[config.mk]
export PLATFORM = sky130hd
export DESIGN_NAME = amsm_div
export DESIGN_NICKNAME = d
export VERILOG_FILES = /design/src/hw/rtl/amsm_pkg.sv /design/src/hw/rtl/amsm_div.sv
export SDC_FILE = /design/constraint.sdc
export NUM_CORES = 1
export LEC_CHECK = 0
export BUFFER_PORTS_ARGS = -buffer_cell sky130_fd_sc_hd__buf_2
export CORE_UTILIZATION = 35
export DETAILED_ROUTE_END_ITERATION = 10
export PLACE_DENSITY = 0.56
export REMOVE_ABC_BUFFERS = 1
export SKIP_CTS_REPAIR_TIMING = 1
export SLEW_MARGIN = 0
export SYNTH_ARGS = -nofsm -noshare
export SYNTH_HDL_FRONTEND = slang
export SYNTH_SLANG_ARGS = --single-unit
[constraint.sdc]
create_clock -name clk -period 3.7 [get_ports clk]
set_input_delay 0.74 -clock clk [delete_from_list [all_inputs] [get_ports clk]]
set_output_delay 0.74 -clock clk [all_outputs]
set_load 0.1 [all_outputs]
[src/hw/rtl/amsm_pkg.sv]
// ----------------------------------------------------------------------------
// amsm_pkg
// Shared types, widths and exponential tables for the top-1 softmax block.
// ----------------------------------------------------------------------------
package amsm_pkg;

	localparam int LOGIT_W = 16;
	localparam int CLASS_W = 10;
	localparam int SCORE_W = 16;
	localparam int CNT_W   = 17;
	localparam int ACC_W   = 27;
	localparam int TERM_W  = 17;
	localparam int REM_W   = 28;

	localparam logic [ACC_W-1:0]   ACC_MAX   = '1;
	localparam logic [ACC_W-1:0]   ONE_Q16   = 27'd65536;
	localparam logic [SCORE_W-1:0] SCORE_MAX = '1;

	typedef struct packed {
		logic signed [LOGIT_W-1:0] logit;
		logic                      last;
	} in_item_t;

	typedef struct packed {
		logic [CLASS_W-1:0] top_class;
		logic [SCORE_W-1:0] top_score;
		logic               truncated;
	} out_item_t;

	typedef struct packed {
		logic                      bank;
		logic [CNT_W-1:0]          count;
		logic signed [LOGIT_W-1:0] max;
		logic [CLASS_W-1:0]        best;
		logic                      overflow;
	} job_t;

	typedef struct packed {
		logic valid;
		logic bank;
	} release_t;

	// round(65536 * e^-a), a = 0..15
	localparam logic [TERM_W-1:0] EXP_INT [16] = '{
		17'd65536, 17'd24109, 17'd8869, 17'd3263, 17'd1200, 17'd442, 17'd162, 17'd60,
		17'd22, 17'd8, 17'd3, 17'd1, 17'd0, 17'd0, 17'd0, 17'd0
	};

	// round(65536 * e^(-h/16))
	localparam logic [TERM_W-1:0] EXP_HI [16] = '{
		17'd65536, 17'd61565, 17'd57835, 17'd54331, 17'd51039, 17'd47947, 17'd45042,
		17'd42313, 17'd39750, 17'd37341, 17'd35079, 17'd32953, 17'd30957, 17'd29081,
		17'd27319, 17'd25664
	};

	// round(65536 * e^(-l/256))
	localparam logic [TERM_W-1:0] EXP_LO [16] = '{
		17'd65536, 17'd65280, 17'd65026, 17'd64772, 17'd64520, 17'd64268, 17'd64018,
		17'd63768, 17'd63520, 17'd63272, 17'd63025, 17'd62780, 17'd62535, 17'd62291,
		17'd62048, 17'd61806
	};

endpackage

[src/hw/rtl/amsm_div.sv]
// ----------------------------------------------------------------------------
// amsm_div
// Radix-2 restoring divider for 2^32 / sum, saturated to 16 bits.
// ----------------------------------------------------------------------------
module amsm_div (
	input  logic                         clk,
	input  logic                         arst_n,
	input  logic                         start,
	input  logic [amsm_pkg::ACC_W-1:0]   den,
	output logic                         done,
	output logic [amsm_pkg::SCORE_W-1:0] quo
);

	typedef enum logic {
		IDLE,
		RUN
	} state_t;

	state_t                       state_q;
	logic [amsm_pkg::REM_W-1:0]   rem_q;
	logic [amsm_pkg::ACC_W-1:0]   den_q;
	logic [3:0]                   bit_q;
	logic [amsm_pkg::REM_W-1:0]   rem_sh;
	logic                         ge;

	assign rem_sh = {rem_q[amsm_pkg::REM_W-2:0], 1'b0};
	assign ge     = (rem_sh >= {1'b0, den_q});

	always_ff @(posedge clk or negedge arst_n) begin
		if (!arst_n) begin
			state_q <= IDLE;
			rem_q   <= '0;
			den_q   <= '0;
			bit_q   <= '0;
			done    <= 1'b0;
			quo     <= '0;
		end else begin
			done <= 1'b0;
			case (state_q)
				IDLE: begin
					if (start) begin
						// quotient >= 2^16 exactly when den <= 2^16
						if (den <= amsm_pkg::ONE_Q16) begin
							quo  <= amsm_pkg::SCORE_MAX;
							done <= 1'b1;
						end else begin
							rem_q   <= amsm_pkg::REM_W'(amsm_pkg::ONE_Q16);
							den_q   <= den;
							bit_q   <= 4'd15;
							quo     <= '0;
							state_q <= RUN;
						end
					end
				end
				RUN: begin
					rem_q <= ge ? amsm_pkg::REM_W'(rem_sh - {1'b0, den_q}) : rem_sh;
					quo   <= {quo[amsm_pkg::SCORE_W-2:0], ge};
					bit_q <= bit_q - 4'd1;
					if (bit_q == 4'd0) begin
						done    <= 1'b1;
						state_q <= IDLE;
					end
				end
				default: begin
					state_q <= IDLE;
				end
			endcase
		end
	end

endmodule

==> impl_results.md <==
- Status: completed
- FF+latch area: about 1900 sq um
- H-tree depth: 3
- Root Buffer Master: clkbuf_16
- FP Rows: 41
- Tmin final: 2929 ps
- DR iter-0 viols: between 200 and 300
- Seq cells post-synth: 76
- # DRC: 0
- Clk buf depth: 2
- Kind of critical path: reg2reg
- Register-to-register setup slack: a little under 800 ps
- Post-layout instance area: between 5000 and 6000 sq um
- Clock sinks: between 70 and 80
- Syn Inst Count: 491
- Class of the worst hold path: reg2reg
- Most used DFF post-synth: dfrtp_1
- Reg-to-reg startpoint: rem_q[17]
- # port buffers: between 40 and 50
- CP arrival: approximately 3200 ps
- Critical path capture point type: register
- DP Area: roughly 5000 sq um
- Clk_skew: between 5 and 6 ps
- Vias in the first global route: 3653
- Die height: between 100 and 150 um
- Num CTS Buffers: 9
- Global-route wire length before repair: roughly 19000 um
- Filler cell count: around 1300
- Share of cells above drive strength 1: 19.78%
- Vias after detailed routing: 3662
- Slew margin rel.: between 30% and 40%
- Final Setup Violations: 0
- IO Pins: 47
- RSZ-0062 raised after global routing: no
- Final Hold Fails: 0
- Post-layout util: between 40% and 50%
- Via density: around 5.2
- CTS tree: yes
- Clk Latency, worst-skew pair: ~340 ps
- Tot GR Track Use: around 18%
- Synthesized area per cell: about 9.5 sq um
- DP HPWL: 7911 um
- Remaining antenna violation count: 0
- Initial antenna violation count: 0
- Clock slew at reported path FFs: roughly 60 ps
- Grt total ovfl: 0
- Multi-input combinational cell area: 2495 sq um
- Final #Nets: around 600
- Worst path required time: between 3000 and 4000 ps
- Final Cycle Share: 79.15%
- Ys Warns: 0
- Max Clock Freq: about 340 MHz
- Hold Path Sink: den_q[5]
- Final Max Tran Viols: 0
- Number of synthesized flops with an enable pin: 0
- Die area: between 10000 and 15000 sq um
- Antenna diodes: 0
- Hold path depth: 1
- Hold wc startpoint: den_q[5]
- Pin count of the biggest net entering global routing: 77
- Reg2Reg Depth: 9
- Total negative slack: 0 ps
- Core ar.: approximately 13000 sq um
- First drt pass iteration count: 4
- Synth unique cells: 60
- Initial Util: between 30% and 40%
- Crit start category: register
- Routed WL: 10910 um
- Max-Cap Viols: 0
- Synth Cell Area: 4641 sq um
- Synth async-reset ratio: 100.0%
- Peak fanout along the critical path: 32
- Routability cong.: a little under 0.9
- Die X: approximately 120 um
- R2R Path End: rem_q[25]
- Post-synthesis sequential area ratio: 40.98%
- Post-DR wirelength/cell: between 15 and 20 um
- Area Growth Syn to Fin: 14.10%
- Slew of the pin with the lowest slew margin: around 970 ps
[worst max-delay path: stages, from the launching register on]
cell and delay [ps]:
dfrtp_1 400, ha_1 400, and2_1 270, nand3_2 100, or4_1 540, nand3_1 120, o211a_4 500, nor2_1 190
a22oi_1 200, o21ai_1 90
[per-layer routing]
metal,share of wire [%],vias to the layer above,global-route usage (%)
met5,0,-,0
met4,1.8,0,8.439
met3,4.3,14,2.987
li1,-,1820,-
met1,49,1752,25.05
met2,44,76,26.59
[state kept, by name, summed over array words and instances (netlist names)]
| name | flops |
|---|---|
| bit_q | 4 |
| quo | 16 |
| rem_q | 27 |
| done | 1 |
| den_q | 27 |
| state_q | 1 |
[cell type report]
type | instances | area share [%]
Tap cell | 172 | 4.064
Sequential cell | 76 | 35.92
Clock inverter | 3 | 0.4017
Clock buffer | 12 | 4.844
Timing Repair Buffer | 50 | 4.962
Multi-Input combinational cell | 357 | 47.12
Inverter | 38 | 2.694
[worst max-delay path by stage]
stage	from	endpoint	slack, ps	cells past startpoint
final	rem_q[17]	rem_q[25]	770	9
after global routing	rem_q[0]	rem_q[22]	550	10
after CTS	rem_q[0]	rem_q[22]	780	10
after detailed placement	den[1]	bit_q[3]	420	9
after global placement	den[1]	rem_q[16]	410	9
after floorplan	rem_q[0]	rem_q[26]	1080	10
[synth_stat cells, drive strengths merged, types with 3 or more instances]
cell | instances | area (sq um)
a21o | 9 | 67.56
a21oi | 40 | 211.5
nor4 | 6 | 37.54
mux2 | 27 | 304.0
dfrtp | 76 | 1902
a22oi | 5 | 37.54
nand3 | 13 | 70.07
nor2b | 5 | 31.28
a211oi | 3 | 22.52
and3 | 3 | 18.77
and2 | 3 | 18.77
or3 | 4 | 25.02
nand2 | 57 | 224.0
mux2i | 16 | 160.2
inv | 38 | 142.6
clkbuf | 12 | 45.04
o31ai | 3 | 27.52
buf | 8 | 56.30
xnor2 | 14 | 122.6
nor2 | 17 | 66.32
ha | 28 | 350.3
nand4 | 4 | 25.02
xor2 | 11 | 96.34
o21ai | 56 | 284.0
o21a | 5 | 38.79
nor3 | 3 | 15.01
[layout by cell type (no fill, tap or decap), types with 4 or more instances in the layout]
| cell | count |
|---|---|
| dfrtp_1 | 76 |
| nand2_1 | 55 |
| buf_2 | 45 |
| inv_1 | 37 |
| a21oi_1 | 37 |
| o21ai_1 | 32 |
| ha_1 | 28 |
| mux2_2 | 27 |
| o21ai_0 | 23 |
| nor2_1 | 16 |
| mux2i_1 | 16 |
| xnor2_1 | 14 |
| nand3_1 | 12 |
| xor2_1 | 11 |
| a21o_1 | 9 |
| clkbuf_16 | 9 |
| nor4_1 | 6 |
| nor2b_1 | 5 |
| a22oi_1 | 5 |
| buf_4 | 5 |
| nand4_1 | 4 |
| or3_1 | 4 |
| o21a_1 | 4 |
[cells by family (layout without fill, tap and decap cells)]
kind of cell | after synthesis | after routing | share of synthesized area [%]
buffers and inverters | 58 | 103 | 5.257
DFF | 76 | 76 | 40.98
xor gates and xnor gates | 25 | 25 | 4.718
adders and majority gates | 29 | 29 | 7.981
muxes | 43 | 43 | 10.00
AOI/OAI and AO/OA | 141 | 141 | 19.01
and+or+nand+nor | 119 | 119 | 12.05
[per-stage QoR]
step	hold WS, ps	std cells	worst slack [ps]
final	506.0	708	771.4
after floorplan	444.4	471	1081
after CTS	508.6	708	781.0
after detailed placement	495.9	693	420.1
after global placement	486.1	693	412.6
after global routing	527.9	708	549.1
Power is left out: the tool's default activity adds up to more than one toggle a clock period on the data nets, which glitch-free logic cannot reach.
