`config.mk`:
```
export PLATFORM = sky130hd
export DESIGN_NAME = amsm_back
export DESIGN_NICKNAME = d
export VERILOG_FILES = /design/src/hw/rtl/amsm_pkg.sv /design/src/hw/rtl/amsm_back.sv
export SDC_FILE = /design/constraint.sdc
export NUM_CORES = 2
export LEC_CHECK = 0
export BUFFER_PORTS_ARGS = -buffer_cell sky130_fd_sc_hd__buf_4
export CORE_ASPECT_RATIO = 0.8
export CORE_MARGIN = 3
export CORE_UTILIZATION = 60
export DETAILED_ROUTE_END_ITERATION = 10
export PLACE_DENSITY = 0.79
export SLEW_MARGIN = 5
export SYNTH_ARGS = -nofsm -noshare
export SYNTH_HDL_FRONTEND = slang
export SYNTH_SLANG_ARGS = --single-unit
```
`constraint.sdc`:
```
create_clock -name clk -period 11.77 [get_ports clk]
set_input_delay 1.177 -clock clk [delete_from_list [all_inputs] [get_ports clk]]
set_output_delay 1.177 -clock clk [all_outputs]
set_load 0.005 [all_outputs]
```
`src/hw/rtl/amsm_pkg.sv`:
```
// ----------------------------------------------------------------------------
// amsm_pkg
// Shared types, widths and exponential tables for the top-1 softmax block.
// ----------------------------------------------------------------------------
package amsm_pkg;

	localparam int LOGIT_W = 16;
	localparam int CLASS_W = 10;
	localparam int SCORE_W = 16;
	localparam int CNT_W   = 17;
	localparam int ACC_W   = 27;
	localparam int TERM_W  = 17;
	localparam int REM_W   = 28;

	localparam logic [ACC_W-1:0]   ACC_MAX   = '1;
	localparam logic [ACC_W-1:0]   ONE_Q16   = 27'd65536;
	localparam logic [SCORE_W-1:0] SCORE_MAX = '1;

	typedef struct packed {
		logic signed [LOGIT_W-1:0] logit;
		logic                      last;
	} in_item_t;

	typedef struct packed {
		logic [CLASS_W-1:0] top_class;
		logic [SCORE_W-1:0] top_score;
		logic               truncated;
	} out_item_t;

	typedef struct packed {
		logic                      bank;
		logic [CNT_W-1:0]          count;
		logic signed [LOGIT_W-1:0] max;
		logic [CLASS_W-1:0]        best;
		logic                      overflow;
	} job_t;

	typedef struct packed {
		logic valid;
		logic bank;
	} release_t;

	// round(65536 * e^-a), a = 0..15
	localparam logic [TERM_W-1:0] EXP_INT [16] = '{
		17'd65536, 17'd24109, 17'd8869, 17'd3263, 17'd1200, 17'd442, 17'd162, 17'd60,
		17'd22, 17'd8, 17'd3, 17'd1, 17'd0, 17'd0, 17'd0, 17'd0
	};

	// round(65536 * e^(-h/16))
	localparam logic [TERM_W-1:0] EXP_HI [16] = '{
		17'd65536, 17'd61565, 17'd57835, 17'd54331, 17'd51039, 17'd47947, 17'd45042,
		17'd42313, 17'd39750, 17'd37341, 17'd35079, 17'd32953, 17'd30957, 17'd29081,
		17'd27319, 17'd25664
	};

	// round(65536 * e^(-l/256))
	localparam logic [TERM_W-1:0] EXP_LO [16] = '{
		17'd65536, 17'd65280, 17'd65026, 17'd64772, 17'd64520, 17'd64268, 17'd64018,
		17'd63768, 17'd63520, 17'd63272, 17'd63025, 17'd62780, 17'd62535, 17'd62291,
		17'd62048, 17'd61806
	};

endpackage

```
`src/hw/rtl/amsm_back.sv`:
```
// ----------------------------------------------------------------------------
// amsm_back
// Walks a stored vector through the exp pipeline, accumulates the sum,
// divides, and issues the result strobe.
// ----------------------------------------------------------------------------
module amsm_back #(
	parameter int MAX_CLASSES = 1024
) (
	input  logic                                clk,
	input  logic                                arst_n,
	input  logic                                q_valid,
	input  amsm_pkg::job_t                      q_head,
	output logic                                pop,
	output logic                                ram_re,
	output logic [$clog2(MAX_CLASSES):0]        ram_raddr,
	input  logic [amsm_pkg::LOGIT_W-1:0]        ram_rdata,
	output amsm_pkg::release_t                  rel,
	output logic                                div_start,
	output logic [amsm_pkg::ACC_W-1:0]          div_den,
	input  logic                                div_done,
	input  logic [amsm_pkg::SCORE_W-1:0]        div_quo,
	output logic                                done,
	output amsm_pkg::out_item_t                 result
);

	localparam int AW = $clog2(MAX_CLASSES);

	typedef enum logic [1:0] {
		IDLE,
		WALK,
		DRAIN,
		DIVIDE
	} state_t;

	state_t         state_q;
	amsm_pkg::job_t job_q;
	logic [AW-1:0]  idx_q;
	logic [AW-1:0]  last_idx;
	logic           last_rd;
	logic           pipe_busy;

	logic                          v_s1, v_s2, v_s3, v_s4, v_s5;
	logic [15:0]                   d_s2;
	logic [33:0]                   prod1_s3;
	logic [7:0]                    a_s3, a_s4;
	logic [amsm_pkg::TERM_W-1:0]   f_s4;
	logic [33:0]                   prod2_s5;
	logic                          far_s5;
	logic [amsm_pkg::ACC_W-1:0]    acc_q;

	logic [16:0]                   diff;
	logic [33:0]                   f_sum;
	logic [33:0]                   t_sum;
	logic [amsm_pkg::TERM_W-1:0]   term;
	logic [amsm_pkg::ACC_W:0]      acc_sum;

	assign last_idx  = AW'(job_q.count - 1'b1);
	assign ram_re    = (state_q == WALK);
	assign ram_raddr = {job_q.bank, idx_q};
	assign last_rd   = ram_re && (idx_q == last_idx);
	assign rel.valid = last_rd;
	assign rel.bank  = job_q.bank;
	assign pop       = (state_q == IDLE) && q_valid;
	assign pipe_busy = v_s1 | v_s2 | v_s3 | v_s4 | v_s5;
	assign div_start = (state_q == DRAIN) && !pipe_busy;
	assign div_den   = acc_q;

	always_ff @(posedge clk or negedge arst_n) begin
		if (!arst_n) begin
			state_q <= IDLE;
			job_q   <= '0;
			idx_q   <= '0;
			done    <= 1'b0;
			result  <= '0;
		end else begin
			done <= 1'b0;
			case (state_q)
				IDLE: begin
					if (q_valid) begin
						job_q   <= q_head;
						idx_q   <= '0;
						state_q <= WALK;
					end
				end
				WALK: begin
					idx_q <= idx_q + 1'b1;
					if (last_rd) begin
						state_q <= DRAIN;
					end
				end
				DRAIN: begin
					if (!pipe_busy) begin
						state_q <= DIVIDE;
					end
				end
				DIVIDE: begin
					if (div_done) begin
						result.top_class <= job_q.best;
						result.top_score <= div_quo;
						result.truncated <= job_q.overflow;
						done             <= 1'b1;
						state_q          <= IDLE;
					end
				end
				default: begin
					state_q <= IDLE;
				end
			endcase
		end
	end

	// exp(-(max - v)) pipeline
	assign diff  = {job_q.max[15], job_q.max} - {ram_rdata[15], ram_rdata};
	assign f_sum = prod1_s3 + 34'd32768;
	assign t_sum = prod2_s5 + 34'd32768;
	assign term  = far_s5 ? '0 : t_sum[32:16];
	assign acc_sum = {1'b0, acc_q} + (amsm_pkg::ACC_W + 1)'(term);

	always_ff @(posedge clk or negedge arst_n) begin
		if (!arst_n) begin
			v_s1 <= 1'b0;
			v_s2 <= 1'b0;
			v_s3 <= 1'b0;
			v_s4 <= 1'b0;
			v_s5 <= 1'b0;
		end else begin
			v_s1 <= ram_re;
			v_s2 <= v_s1;
			v_s3 <= v_s2;
			v_s4 <= v_s3;
			v_s5 <= v_s4;
		end
	end

	always_ff @(posedge clk) begin
		d_s2     <= diff[15:0];
		prod1_s3 <= 34'(amsm_pkg::EXP_HI[d_s2[7:4]]) * 34'(amsm_pkg::EXP_LO[d_s2[3:0]]);
		a_s3     <= d_s2[15:8];
		f_s4     <= f_sum[32:16];
		a_s4     <= a_s3;
		prod2_s5 <= 34'(amsm_pkg::EXP_INT[a_s4[3:0]]) * 34'(f_s4);
		far_s5   <= (a_s4[7:4] != 4'd0);
	end

	always_ff @(posedge clk or negedge arst_n) begin
		if (!arst_n) begin
			acc_q <= '0;
		end else if (pop) begin
			acc_q <= '0;
		end else if (v_s5) begin
			acc_q <= (acc_sum > {1'b0, amsm_pkg::ACC_MAX}) ? amsm_pkg::ACC_MAX
			                                               : acc_sum[amsm_pkg::ACC_W-1:0];
		end
	end

endmodule

```
==> qor.txt <==
initial antenna violation count: 0
Slew @ Worst Pin: 1.27 ns
final setup fails: 0
hold slack: 0.331 ns
grt total ovfl: 0
layout cells sized above 1: 9.18%
DR DRC count: 0
Worst Path Max Fanout: 19
PortBufs: 144
Diodes inserted: 0
CTS buffer count: 17
Syn Inst Count: 2,869
Post-synth EDFFs: 0
Worst-path clk slew: 0.08 ns
area grow syn2layout: 8.72%
DR iter-0 viols: 1,258
Synth async-reset ratio: 56.1%
Hold Crit Class: reg -> reg
CTS tree: built
post-route minimum period: 8.80 ns
Starting Density: 61.4%
DRT Wirelength: 59,800 um
post-CTS resize count: 0
max_slew headroom: 15.4%
FP Rows: 67
kind of critical path: reg -> reg
Top Ports: 152
Total GRT Usage: 26.9%
RSZ-0062 raised after global routing: no
Die W: 239 um
Detailed Routing Iterations Pass 1: 5
Placeable Area: 42,400 um^2
post-synthesis cell type count: 86
CTS H-Tree Depth: 4
Slew Limit Fails: 0
Net count, final: 3,736
total vias in the final route: 19,640
commonest non-fill, non-tap cell in the layout: inv_1
crit end category: flop
Tcrit/Tclk final: 74.7%
Startpoint Class: flop
Max Clk Rate: 114 MHz
Seq/Total Area, Yosys: 17.2%
Worst EP arrival: 9.19 ns
post-synth top area share: 30.0%
clk_skew: 0.0158 ns
die height: 192 um
HPWL Detailed: 48,300 um
flops & latches, synth: 196
postcts setup bufs: 0
die area: 46,000 um^2
placer's final routability congestion estimate: 0.911
vias in the first global route: 20,674
status: completed
clock root cell: clkbuf_16
clk_lat worst skew: 0.47 ns
# clock sinks: 196
Antenna Nets Post-Route: 0
Synth area leaders: fa_1 30%, ha_1 15%, dfrtp_1 11%
Mean Syn Cell Area: 9.08 um^2
Fin Setup TNS: 0 ns
cell taking the most area after synthesis: fa_1
commonest non-fill, non-tap cells in the layout: 569 x inv_1, 391 x fa_1, 390 x nand2_1, 304 x ha_1, 173 x buf_4
Crit path required time: 12.17 ns
Synth Flop Type: dfrtp_1
Max-Cap Viols: 0
largest net degree at the start of global routing: 68
clk buf depth: 2
Syn Nets: 3,645
first-pass GRT wire length: 100,000 um
Vias per Instance: 5.57
Ys Warns: 0
Netlist Area Pre-Place: 26,100 um^2
cts hold-fix bufs: 0
DR WL/cell: 17.0 um
endpoints failing hold: 0
==> sequential cells by signal, indices dropped and copies added (netlist names), 2 cells and up <==
register / cells
a_s4: 8
a_s3: 8
result: 27
d_s2: 16
prod2_s5: 18
state_q: 2
f_s4: 17
idx_q: 10
prod1_s3: 18
div_den: 27
job_q: 37
==> metrics by stage <==
| step | area, um^2 | util (%) | std cells | setup slack [ns] |
|---|---|---|---|---|
| 4_1_cts | 28300 | 66.8 | 3525 | 3.11 |
| 3_5_place_dp | 27700 | 65.2 | 3493 | 3.13 |
| 2_1_floorplan | 26100 | - | 2869 | 4.91 |
| 3_3_place_gp | 27700 | 65.2 | 3493 | 3.34 |
| 5_1_grt | 28300 | 66.8 | 3525 | 2.51 |
| 6_report | 28300 | 66.8 | 3525 | 2.98 |
==> cell families after synthesis <==
family	Yosys count	share of synthesized area, %
fa+ha+maj	695	44.6
xor+xnor	114	3.83
mux	40	1.68
buf+inv	671	9.74
flops	196	17.2
compound gates	284	7.35
simple gates	869	15.6
==> path summary, 6_finish.rpt <==
path                                   from                       to  slack (ns)  cells past startpoint
setup / recovery            d_s2[0]$_DFF_P_     prod1_s3[32]$_DFF_P_        2.98                     23
hold / removal             d_s2[12]$_DFF_P_          a_s3[4]$_DFF_P_        0.33                      0
setup reg to reg            d_s2[0]$_DFF_P_     prod1_s3[32]$_DFF_P_        2.98                     23
hold reg to reg            d_s2[12]$_DFF_P_          a_s3[4]$_DFF_P_        0.33                      0
max in group asynchronous            arst_n  div_den[16]$_DFFE_PN0P_        9.77                      2
min in group asynchronous            arst_n   div_den[3]$_DFFE_PN0P_        0.70                      1
==> critical path: stages, from the launching register on <==
cell and delay (ns):
dfxtp_1 0.85, inv_1 0.30, ha_1 0.62, inv_1 0.23, mux2i_1 0.12, a21oi_1 1.02, nand2_1 0.20, fa_1 0.55
fa_1 0.52, fa_1 0.52, inv_1 0.06, fa_1 0.50, fa_1 0.51, inv_1 0.05, fa_1 0.47, inv_1 0.04
ha_1 0.35, and4_1 0.25, and3_1 0.18, a211o_1 0.40, a211oi_2 0.41, o2111ai_1 0.23, a21oi_1 0.21, xnor2_1 0.13
==> cells in the mapped netlist, types with 28 or more instances <==
cell type	instances
clkbuf_1	92
and2_1	98
ha_1	304
nor2_1	147
dfxtp_1	86
and3_1	80
xnor2_1	71
inv_1	570
nand2_1	391
fa_1	391
nand3_1	38
xor2_1	43
a21oi_1	69
mux2_2	28
o21ai_0	63
dfrtp_1	110
==> routing by layer <==
metal  track usage, %  vias to the layer above  part of all wire (%)
li1                 -                     9142                     -
met1             37.0                     9720                    43
met2             44.2                      680                    47
met3             5.30                       98                   7.4
met4             6.56                        0                   1.9
met5                0                        -                     0
==> final cells by class <==
class | instances | area [um^2]
multi-input cells | 2002 | 19100
fillers | 3292 | 14100
flip-flops and latches | 196 | 4470
inverters | 570 | 2140
repair buffers | 173 | 1300
well taps | 552 | 691
clock buffers | 17 | 425
clock inverters | 15 | 241
Power is left out: the tool's default activity adds up to more than one toggle a clock period on the data nets, which glitch-free logic cannot reach.
