==> src/hw/rtl/amsm_pkg.sv <==
// ----------------------------------------------------------------------------
// amsm_pkg
// Shared types, widths and exponential tables for the top-1 softmax block.
// ----------------------------------------------------------------------------
package amsm_pkg;

	localparam int LOGIT_W = 16;
	localparam int CLASS_W = 10;
	localparam int SCORE_W = 16;
	localparam int CNT_W   = 17;
	localparam int ACC_W   = 27;
	localparam int TERM_W  = 17;
	localparam int REM_W   = 28;

	localparam logic [ACC_W-1:0]   ACC_MAX   = '1;
	localparam logic [ACC_W-1:0]   ONE_Q16   = 27'd65536;
	localparam logic [SCORE_W-1:0] SCORE_MAX = '1;

	typedef struct packed {
		logic signed [LOGIT_W-1:0] logit;
		logic                      last;
	} in_item_t;

	typedef struct packed {
		logic [CLASS_W-1:0] top_class;
		logic [SCORE_W-1:0] top_score;
		logic               truncated;
	} out_item_t;

	typedef struct packed {
		logic                      bank;
		logic [CNT_W-1:0]          count;
		logic signed [LOGIT_W-1:0] max;
		logic [CLASS_W-1:0]        best;
		logic                      overflow;
	} job_t;

	typedef struct packed {
		logic valid;
		logic bank;
	} release_t;

	// round(65536 * e^-a), a = 0..15
	localparam logic [TERM_W-1:0] EXP_INT [16] = '{
		17'd65536, 17'd24109, 17'd8869, 17'd3263, 17'd1200, 17'd442, 17'd162, 17'd60,
		17'd22, 17'd8, 17'd3, 17'd1, 17'd0, 17'd0, 17'd0, 17'd0
	};

	// round(65536 * e^(-h/16))
	localparam logic [TERM_W-1:0] EXP_HI [16] = '{
		17'd65536, 17'd61565, 17'd57835, 17'd54331, 17'd51039, 17'd47947, 17'd45042,
		17'd42313, 17'd39750, 17'd37341, 17'd35079, 17'd32953, 17'd30957, 17'd29081,
		17'd27319, 17'd25664
	};

	// round(65536 * e^(-l/256))
	localparam logic [TERM_W-1:0] EXP_LO [16] = '{
		17'd65536, 17'd65280, 17'd65026, 17'd64772, 17'd64520, 17'd64268, 17'd64018,
		17'd63768, 17'd63520, 17'd63272, 17'd63025, 17'd62780, 17'd62535, 17'd62291,
		17'd62048, 17'd61806
	};

endpackage

==> src/hw/rtl/amsm_queue.sv <==
// ----------------------------------------------------------------------------
// amsm_queue
// Two-entry job queue between front and back.
// ----------------------------------------------------------------------------
module amsm_queue (
	input  logic           clk,
	input  logic           arst_n,
	input  logic           push,
	input  amsm_pkg::job_t push_job,
	input  logic           pop,
	output amsm_pkg::job_t head,
	output logic           valid,
	output logic           full
);

	amsm_pkg::job_t ent_q [2];
	logic           wr_q;
	logic           rd_q;
	logic [1:0]     cnt_q;

	assign head  = ent_q[rd_q];
	assign valid = (cnt_q != 2'd0);
	assign full  = (cnt_q == 2'd2);

	always_ff @(posedge clk) begin
		if (push) begin
			ent_q[wr_q] <= push_job;
		end
	end

	always_ff @(posedge clk or negedge arst_n) begin
		if (!arst_n) begin
			wr_q  <= 1'b0;
			rd_q  <= 1'b0;
			cnt_q <= '0;
		end else begin
			if (push) begin
				wr_q <= ~wr_q;
			end
			if (pop) begin
				rd_q <= ~rd_q;
			end
			if (push && !pop) begin
				cnt_q <= cnt_q + 2'd1;
			end else if (pop && !push) begin
				cnt_q <= cnt_q - 2'd1;
			end
		end
	end

endmodule

==> config.mk <==
export PLATFORM = sky130hd
export DESIGN_NAME = amsm_queue
export DESIGN_NICKNAME = d
export VERILOG_FILES = /design/src/hw/rtl/amsm_pkg.sv /design/src/hw/rtl/amsm_queue.sv
export SDC_FILE = /design/constraint.sdc
export NUM_CORES = 1
export LEC_CHECK = 0
export BUFFER_PORTS_ARGS = -buffer_cell sky130_fd_sc_hd__buf_2
export CAP_MARGIN = 20
export CORE_MARGIN = 3
export CORE_UTILIZATION = 45
export CTS_CLUSTER_DIAMETER = 150
export DETAILED_ROUTE_END_ITERATION = 8
export MAX_ROUTING_LAYER = met4
export PLACE_DENSITY = 0.8
export REMOVE_ABC_BUFFERS = 1
export SKIP_LAST_GASP = 1
export SLEW_MARGIN = 25
export SYNTH_ARGS = -nofsm -noshare
export SYNTH_HDL_FRONTEND = slang
export SYNTH_SLANG_ARGS = --single-unit
==> constraint.sdc <==
create_clock -name clk -period 3.38 [get_ports clk]
set_input_delay 0.676 -clock clk [delete_from_list [all_inputs] [get_ports clk]]
set_output_delay 0.676 -clock clk [all_outputs]
set_load 0.005 [all_outputs]
==> impl_results.md, run 1 <==
- CTS Root Cell: clkbuf_8
- Final core utilization: 56.7%
- Slew Limit Fails: 0
- Peak VDD IR: 0.417 mV
- Vias/cell: 4.68
- # IOs: 96
- Global-route wire length before repair: 8.24 mm
- Post-layout min period: about 2.6 ns
- Die H: 95.9 um
- Synth top area share: 74.3%
- Slew margin rel.: 49.1%
- Worst-Skew Late Latency: between 0.3 and 0.4 ns
- Final setup fails: 0
- Synth top area cells: edfxtp_1 74%, mux2_4 16%, dfrtp_1 2.8%
- Nets: 310
- Leakage: 1.77 nW
- DIE WIDTH: 95.9 um
- CTS tree: built
- Remaining global-route overflow: 0
- PwrDens: around 770 mW/mm^2
- RSZ-0062 raised after global routing: false
- Via count: 1,721
- Num CTS Buffers: 9
- Initial DRC count: 56
- Crit end category: primary output
- Fillers: 613
- Pre-antenna DRT Iters: 4
- Worst-path fanout max: 24
- Synth Cell Area: 0.00364 mm^2
- Synth warn: 0
- Hold Fails Final Rpt: 0
- Largest net degree at the start of global routing: 29
- H-tree lvl count: 3
- Yosys reg bits: 94
- Vias in the first global route: between 1,500 and 2,000
- DP HPWL: approximately 4 mm
- Worst-path clk slew: 0.08 ns
- Drt total wl: 5.54 mm
- GP Congestion: 0.664
- Post-Synthesis Cells: 156
- Min setup slack post-route: roughly 0.74 ns
- CP required: 2.70 ns
- Initial antenna violation count: 1
- GRT Util Overall: between 10% and 20%
- Synth area leader: edfxtp_1
- Area Growth Syn to Fin: 21.2%
- Setup Buffers After CTS: 0
- FMAX: around 380 MHz
- Netlist cell types: 14
- Critical path type: flop to primary output
- Final Skew: 0.00533 ns
- Initial Utilization: 46.8%
- Clk sinks: 94
- Min-Delay Path Class: input pin to async pin
- # DRC: 0
- Critical Path Source Type: flop
- Post-DRT Antenna Nets: 0
- Most frequent cells in the layout: 95 x buf_2, 90 x edfxtp_1, 39 x mux2_4
- Die area: 0.00919 mm^2
- Max-cap violations: 0
- TNS Setup: 0 ns
- Seq/Total Area, Yosys: 77.1%
- DR WL/cell: 15.0 um
- Post-synthesis area per instance: 23.3 um^2
- Worst hold-check slack: 0.128 ns
- Share of cells above drive strength 1: 61.1%
- Post-CTS resize count: 0
- Core Box Area: 0.00777 mm^2
- Pre-CTS setup slack: 1.08 ns
- Num rows: 32
- Arr. time, crit path: 1.96 ns
- Outcome: complete, no violations
- CTS Buffer Depth: 2
- IO Port Bufs: 95
- Commonest non-fill, non-tap cell in the layout: buf_2
- Hold-fix buffers at CTS: 0
- Worst slew pin tran: around 0.76 ns
- Fin crit share: 78.0%
## state kept, by name, summed over array words and instances, names as in the netlist
name / count
ent_q: 90
cnt_q: 2
rd_q: 1
wr_q: 1
## through the flow
stage,cell area (um^2),std cells,power [mW]
2_1_floorplan,3540,151,2.36
4_1_cts,4400,367,3.45
3_3_place_gp,4210,351,2.71
5_1_grt,4410,368,3.57
3_5_place_dp,4210,351,2.74
6_report,4410,368,3.40
## kinds of logic after synthesis
| kind of cell | count (synthesis) | share of synthesized area (%) |
|---|---|---|
| buf+inv | 6 | 2.62 |
| mux | 45 | 18.0 |
| xor+xnor | 5 | 1.20 |
| simple gates | 5 | 0.792 |
| flops | 94 | 77.1 |
| fa+ha+maj | 1 | 0.344 |
## cells in the mapped netlist (all sizes together)
library cell	instances
edfxtp	90
mux2	45
buf	5
dfrtp	4
xor2	4
nor2b	2
and2	1
ha	1
inv	1
nor2	1
or2	1
xnor2	1
## layer usage
metal  routed length, um  global-route usage [%]  up-vias
met3                 416                    3.28        7
li1                    -                       -      820
met1                2240                    14.7      829
met4                  59                    5.69        0
met5                   0                       -        -
met2                2820                    20.6       65
## final cells by class
cell class,count,area (um^2),area share [%]
sequential,94,2800,63.6
multi-input combinational,56,747,17.0
timing repair buffer,98,523,11.9
clock buffer,10,128,2.90
tap,102,128,2.90
clock inverter,6,70.1,1.59
inverter,1,3.75,0.0852
antenna,1,2.50,0.0568
## worst max-delay path, stage by stage, from the launching register on
cell and delay, ns:
dfrtp_2 0.87, buf_12 0.29, mux2_4 0.33, buf_2 0.13
## power breakdown
part | switching (mW) | leakage, nW | internal, mW
logic | 0.391 | 0.792 | 0.605
clock network | 0.366 | 0.0891 | 0.346
registers | 0.145 | 0.890 | 1.55
## worst paths after layout
check                      depth (start not counted)  slack (ns)               endpoint                  from
setup / recovery                                   3        0.74               head[12]      rd_q$_DFFE_PN0P_
hold / removal                                     1        0.13       wr_q$_DFFE_PN0P_                arst_n
setup reg to reg                                   2        1.70  ent_q[1][5]$_DFFE_PP_      wr_q$_DFFE_PN0P_
hold reg to reg                                    1        0.49   cnt_q[1]$_DFFE_PN0P_  cnt_q[1]$_DFFE_PN0P_
max in group asynchronous                          1        3.11       rd_q$_DFFE_PN0P_                arst_n
min in group clk                                   1        0.49   cnt_q[1]$_DFFE_PN0P_  cnt_q[1]$_DFFE_PN0P_
(Power assumes the default switching activity.)
==> run 2: changes to the inputs <==
==> constraint.sdc (replaced) <==
create_clock -name clk -period 2.7 [get_ports clk]
set_input_delay 0.54 -clock clk [delete_from_list [all_inputs] [get_ports clk]]
set_output_delay 0.54 -clock clk [all_outputs]
set_load 0.005 [all_outputs]
==> run 2 against run 1 <==
Net effect: sequential share of layout area decreased by 0.27 points; first-iteration DRC count is 54% higher; non-clock buffer count is 2 higher; critical endpoint is now head[44]; register-to-register slack worse by 0.52 ns.
==> impl_results.md, run 2 (synthesis gave the netlist of run 1 again) <==
- Slew Limit Fails: 0 (unchanged)
- Min setup slack post-route: 0.492 ns (-0.252 ns)
- Largest register by flop count: ent_q
- Slew margin rel.: 61.5% (+12 points)
- RSZ-0062 raised after global routing: false
- Vias in the first global route: 1,775 (-0.45%)
- Most frequent cells in the layout: 95 x buf_2, 90 x edfxtp_1, 39 x mux2_4
- Vias/cell: 4.74 (+1.4%)
- DIE WIDTH: 95.9 um (unchanged)
- Global-route wire length before repair: 8.36 mm (+1.5%)
- Post-Layout Cell Count: 369 (+0.27%)
- Core Box Area: 0.00777 mm^2 (unchanged)
- Die area: 0.00919 mm^2 (unchanged)
- Number of flip-flops under the largest register name: 90 (unchanged)
- # DRC: 0 (unchanged)
- Worst-path clk slew: 0.10 ns (+0.02 ns)
- CP required: 2.16 ns (-0.54 ns)
- Dpl cell area: 0.00423 mm^2 (+0.48%)
- CTS tree: built
- Worst-path fanout max: 11 (-54%)
- Share of cells above drive strength 1: 60.7% (-0.46 points)
- Commonest non-fill, non-tap cell in the layout: buf_2
- GP Congestion: 0.618 (-7.0%)
- # IOs: 96 (unchanged)
- Post-layout min period: 2.21 ns
- Drt total wl: 5.64 mm (+1.9%)
- H-tree lvl count: 3 (unchanged)
- DR WL/cell: 15.3 um (+1.6%)
- PwrDens: 962 mW/mm^2 (+25%)
- Nets: 312 (+0.65%)
- Hold Fails Final Rpt: 0 (unchanged)
- Largest net degree at the start of global routing: 30 (+3.4%)
- Num CTS Buffers: 9 (unchanged)
- Leakage: 1.79 nW (+1.2%)
- Area Growth Syn to Fin: 21.7%
- Top flop regs: ent_q x90, cnt_q x2
- Post-DRT Antenna Nets: 0 (unchanged)
- Outcome: complete, no violations
- Initial Utilization: 46.8% (unchanged)
- TNS Setup: 0 ns (unchanged)
- IO Port Bufs: 95 (unchanged)
- CTS Root Cell: clkbuf_8
- Crit end category: primary output
- Worst-Skew Late Latency: 0.35 ns (about the same)
- Ant. Diodes: 0 (-1)
- Min-Delay Path Class: input pin to flop
- Initial antenna violation count: 0 (-1)
- Critical path type: flop to primary output
- Placed cell count: 352 (+0.28%)
- Final setup fails: 0 (unchanged)
- Fin crit share: 81.8%
- Initial DRC count: 86 (+54%)
- Die H: 95.9 um (unchanged)
- Final Instance Area: 0.00442 mm^2 (+0.43%)
- Pre-antenna DRT Iters: 4 (unchanged)
- Via count: 1,749 (+1.6%)
- GRT Util Overall: 12.8% (+0.20 points)
- Worst slew pin tran: 0.576 ns (-0.188 ns)
- Post-CTS resize count: 0 (unchanged)
- Final Skew: 0.0116 ns (+0.00626 ns)
- DP HPWL: 3.98 mm (+1.6%)
- Critical Path Source Type: flop
- FMAX: 453 MHz
- Pre-CTS setup slack: 0.839 ns (-0.237 ns)
- Arr. time, crit path: 1.67 ns (-0.29 ns)
- Peak VDD IR: 0.562 mV (+35%)
- Remaining global-route overflow: 0 (unchanged)
- Clk sinks: 94 (unchanged)
- Total power draw: 4.26 mW (+25%)
- Max-cap violations: 0 (unchanged)
- Num rows: 32 (unchanged)
- CTS Buffer Depth: 2 (unchanged)
==> run 2: power by group <==
group          switching (mW)  internal (mW)
Clock                   0.448          0.427
Combinational           0.551          0.773
Sequential              0.121           1.94
==> run 2: routing by layer <==
metal  GRT usage (%)  vias up  part of all wire (%)
li1                -      819                     -
met3            2.74        5                   5.8
met2            20.7       64                    52
met5               -        -                     0
met4            6.04        0                  0.78
met1            15.4      861                    42
==> run 2: final cells by class <==
type,instances,area [um^2]
repair buffers,100,553
well taps,102,128
multi-input cells,56,747
clock buffers,10,128
inverters,1,3.75
clock inverters,6,61.3
flip-flops and latches,94,2800
fillers,631,3340
==> run 2: metrics by stage <==
stage	hold slack, ns	util, %
after floorplan	0.244	-
final	0.373	57.0
after detailed placement	0.353	54.4
after global routing	0.358	57.0
after global placement	0.349	54.4
after CTS	0.357	57.0
==> run 2: what timing repair did <==
| action | in CTS | in global routing |
|---|---|---|
| hold buffers | 1 | 0 |
| endpoints found under the hold margin | 4 | 0 |
| endpoints found under the setup margin | 0 | 0 |
| setup buffers | 0 | 0 |
==> run 2: final timing paths <==
check	from	end	slack, ns	cells after the start
max	rd_q$_DFFE_PN0P_	head[44]	0.49	3
min	push_job[20]	ent_q[1][20]$_DFFE_PP_	0.37	1
max reg2reg	wr_q$_DFFE_PN0P_	ent_q[0][26]$_DFFE_PP_	1.18	2
min reg2reg	cnt_q[1]$_DFFE_PN0P_	cnt_q[1]$_DFFE_PN0P_	0.49	1
max in group asynchronous	arst_n	rd_q$_DFFE_PN0P_	2.04	2
min in group asynchronous	arst_n	wr_q$_DFFE_PN0P_	0.52	2
==> run 2: worst max-delay path, cell delays in order (launching register included) <==
cell	delay, ns
dfrtp_2	0.55
buf_4	0.30
mux2_2	0.36
buf_2	0.13
==> run 3: changes to the inputs <==
--- a/config.mk
+++ b/config.mk
@@ -12,7 +12,7 @@
 export CTS_CLUSTER_DIAMETER = 150
 export DETAILED_ROUTE_END_ITERATION = 8
 export MAX_ROUTING_LAYER = met4
-export PLACE_DENSITY = 0.8
+export PLACE_DENSITY = 0.83
 export REMOVE_ABC_BUFFERS = 1
 export SKIP_LAST_GASP = 1
 export SLEW_MARGIN = 25
==> constraint.sdc (replaced) <==
create_clock -name clk -period 2 [get_ports clk]
set_input_delay 0.4 -clock clk [delete_from_list [all_inputs] [get_ports clk]]
set_output_delay 0.4 -clock clk [all_outputs]
set_load 0.005 [all_outputs]
==> run 3 against run 2 <==
Net effect: final area decreased by 0.48%; sequential share of layout area increased by 0.31 points; highest routed layer unchanged; power increased by 32%; cell count increased by 0.54%; sequential power increased by 33%; combinational power increased by 39%.
==> impl_results.md, run 3 (synthesis gave the netlist of run 1 again) <==
- Outcome: complete, no violations
- CTS tree: built
- Reg2Reg Depth: 2 (unchanged)
- Clk sinks: 94 (unchanged)
- Initial antenna violation count: 0 (unchanged)
- TNS Setup: 0 ns (unchanged)
- Post-Layout Cell Count: 371 (+0.54%)
- Die H: 95.9 um (unchanged)
- Ant. Diodes: 0 (unchanged)
- Fin crit share: 92.7%
- Worst slew pin tran: 0.325 ns (-0.252 ns)
- Top Family by Delay on Critical Path: flip-flops
- CP required: 1.60 ns (-0.56 ns)
- Die area: 0.00919 mm^2 (unchanged)
- Top flop regs: ent_q x90, cnt_q x2
- Critical path type: flop to primary output
- Slowest cell delay on critical path: 0.42 ns (-0.13 ns)
- DP HPWL: 3.97 mm (-0.14%)
- Remaining global-route overflow: 0 (unchanged)
- Largest net degree at the start of global routing: 25 (-17%)
- Worst-path fanout max: 22 (+11)
- Most frequent cells in the layout: 95 x buf_2, 90 x edfxtp_1, 39 x mux2_4
- Final Skew: 0.0107 ns (-0.000893 ns)
- CTS Root Cell: clkbuf_8
- Nets: 314 (+0.64%)
- Initial DRC count: 75 (-13%)
- WP buf/inv: 2 (unchanged)
- Final core utilization: 56.7% (-0.27 points)
- WP depth: 3 (unchanged)
- Arr. time, crit path: 1.45 ns (-0.22 ns)
- Num rows: 32 (unchanged)
- Slew Limit Fails: 0 (unchanged)
- IO Port Bufs: 95 (unchanged)
- Vias in the first global route: 1,755 (-1.1%)
- Max-cap violations: 0 (unchanged)
- Pre-antenna DRT Iters: 4 (unchanged)
- DIE WIDTH: 95.9 um (unchanged)
- Worst path cell trace: buf_12 -> mux2_2 -> buf_2
- Slew margin rel.: 78.3% (+17 points)
- Number of flip-flops under the largest register name: 90 (unchanged)
- Min setup slack post-route: 0.146 ns (-0.346 ns)
- Commonest non-fill, non-tap cell in the layout: buf_2
- CTS Buffer Depth: 2 (unchanged)
- Post-layout min period: 1.85 ns
- H-tree lvl count: 3 (unchanged)
- Num CTS Buffers: 9 (unchanged)
- Post-DRT Antenna Nets: 0 (unchanged)
- Vias/cell: 4.66 (-1.7%)
- PwrDens: 1280 mW/mm^2 (+33%)
- Initial Utilization: 46.8% (unchanged)
- GP Congestion: 0.608 (-1.5%)
- Crit end category: primary output
- Hold Path Depth: 1 (unchanged)
- # DRC: 0 (unchanged)
- Drt total wl: 5.70 mm (+1.1%)
- GRT Util Overall: 13.2% (+0.38 points)
- Critical Path Slowest Stage Cell: dfrtp_2
- Area Growth Syn to Fin: 21.1%
- RSZ-0062 raised after global routing: false
- Worst hold-check slack: 0.232 ns (-0.141 ns)
- # IOs: 96 (unchanged)
- DR WL/cell: 15.4 um (+0.54%)
- Worst-path clk slew: 0.09 ns (about the same)
- FMAX: roughly 540 MHz
- Final setup fails: 0 (unchanged)
- Hold Fails Final Rpt: 0 (unchanged)
- Pre-CTS setup slack: 0.515 ns (-0.325 ns)
- Largest register by flop count: ent_q
- Placed cell count: 354 (+0.57%)
- Min-Delay Path Class: input pin to flop
- Share of cells above drive strength 1: 61.0% (+0.29 points)
- Via count: 1,729 (-1.1%)
- Leakage: 1.78 nW (-0.58%)
- Worst-Skew Late Latency: 0.35 ns (about the same)
- Global-route wire length before repair: 8.54 mm (+2.2%)
- Critical Path Source Type: flop
- Core Box Area: 0.00777 mm^2 (unchanged)
- Peak VDD IR: 0.755 mV (+34%)
## run 3: what timing repair did
action,CTS,global route
gates resized for setup,0,0
hold endpoints to repair,4,0
hold buffers,1,0
endpoints found under the setup margin,0,0
setup buffers,0,0
## run 3: per-layer routing
layer	wire, um	share of wire [%]	vias to the layer above	track usage, %
met5	0	0	-	-
met3	405	7.1	4	4.53
met1	2200	39	842	14.5
met2	3050	53	62	22.2
li1	-	-	821	-
met4	44	0.77	0	4.98
## run 3: stage by stage
step	instance area, um^2	total power [mW]
6_report	4400	5.63
5_1_grt	4400	5.94
4_1_cts	4400	5.72
3_5_place_dp	4230	4.67
3_3_place_gp	4230	4.61
2_1_floorplan	3540	3.99
## run 3: power by group
group	switching, mW	internal [mW]	total (mW)
combinational	0.771	1.06	1.83
clock	0.614	0.440	1.05
sequential	0.129	2.62	2.75
## run 3: worst paths after layout
check	slack [ns]	to	from
setup / recovery	0.15	head[44]	rd_q$_DFFE_PN0P_
hold / removal	0.23	ent_q[1][8]$_DFFE_PP_	push_job[8]
setup reg to reg	0.75	ent_q[1][19]$_DFFE_PP_	wr_q$_DFFE_PN0P_
hold reg to reg	0.48	cnt_q[1]$_DFFE_PN0P_	cnt_q[1]$_DFFE_PN0P_
max in group asynchronous	1.47	rd_q$_DFFE_PN0P_	arst_n
min in group asynchronous	0.39	cnt_q[1]$_DFFE_PN0P_	arst_n
## run 3: layout make-up
class                      instances  area [um^2]
timing repair buffer             102          556
clock inverter                     7         41.3
multi-input combinational         56          747
clock buffer                       9          124
inverter                           1         3.75
fill                             619         3360
sequential                        94         2800
tap                              102          128
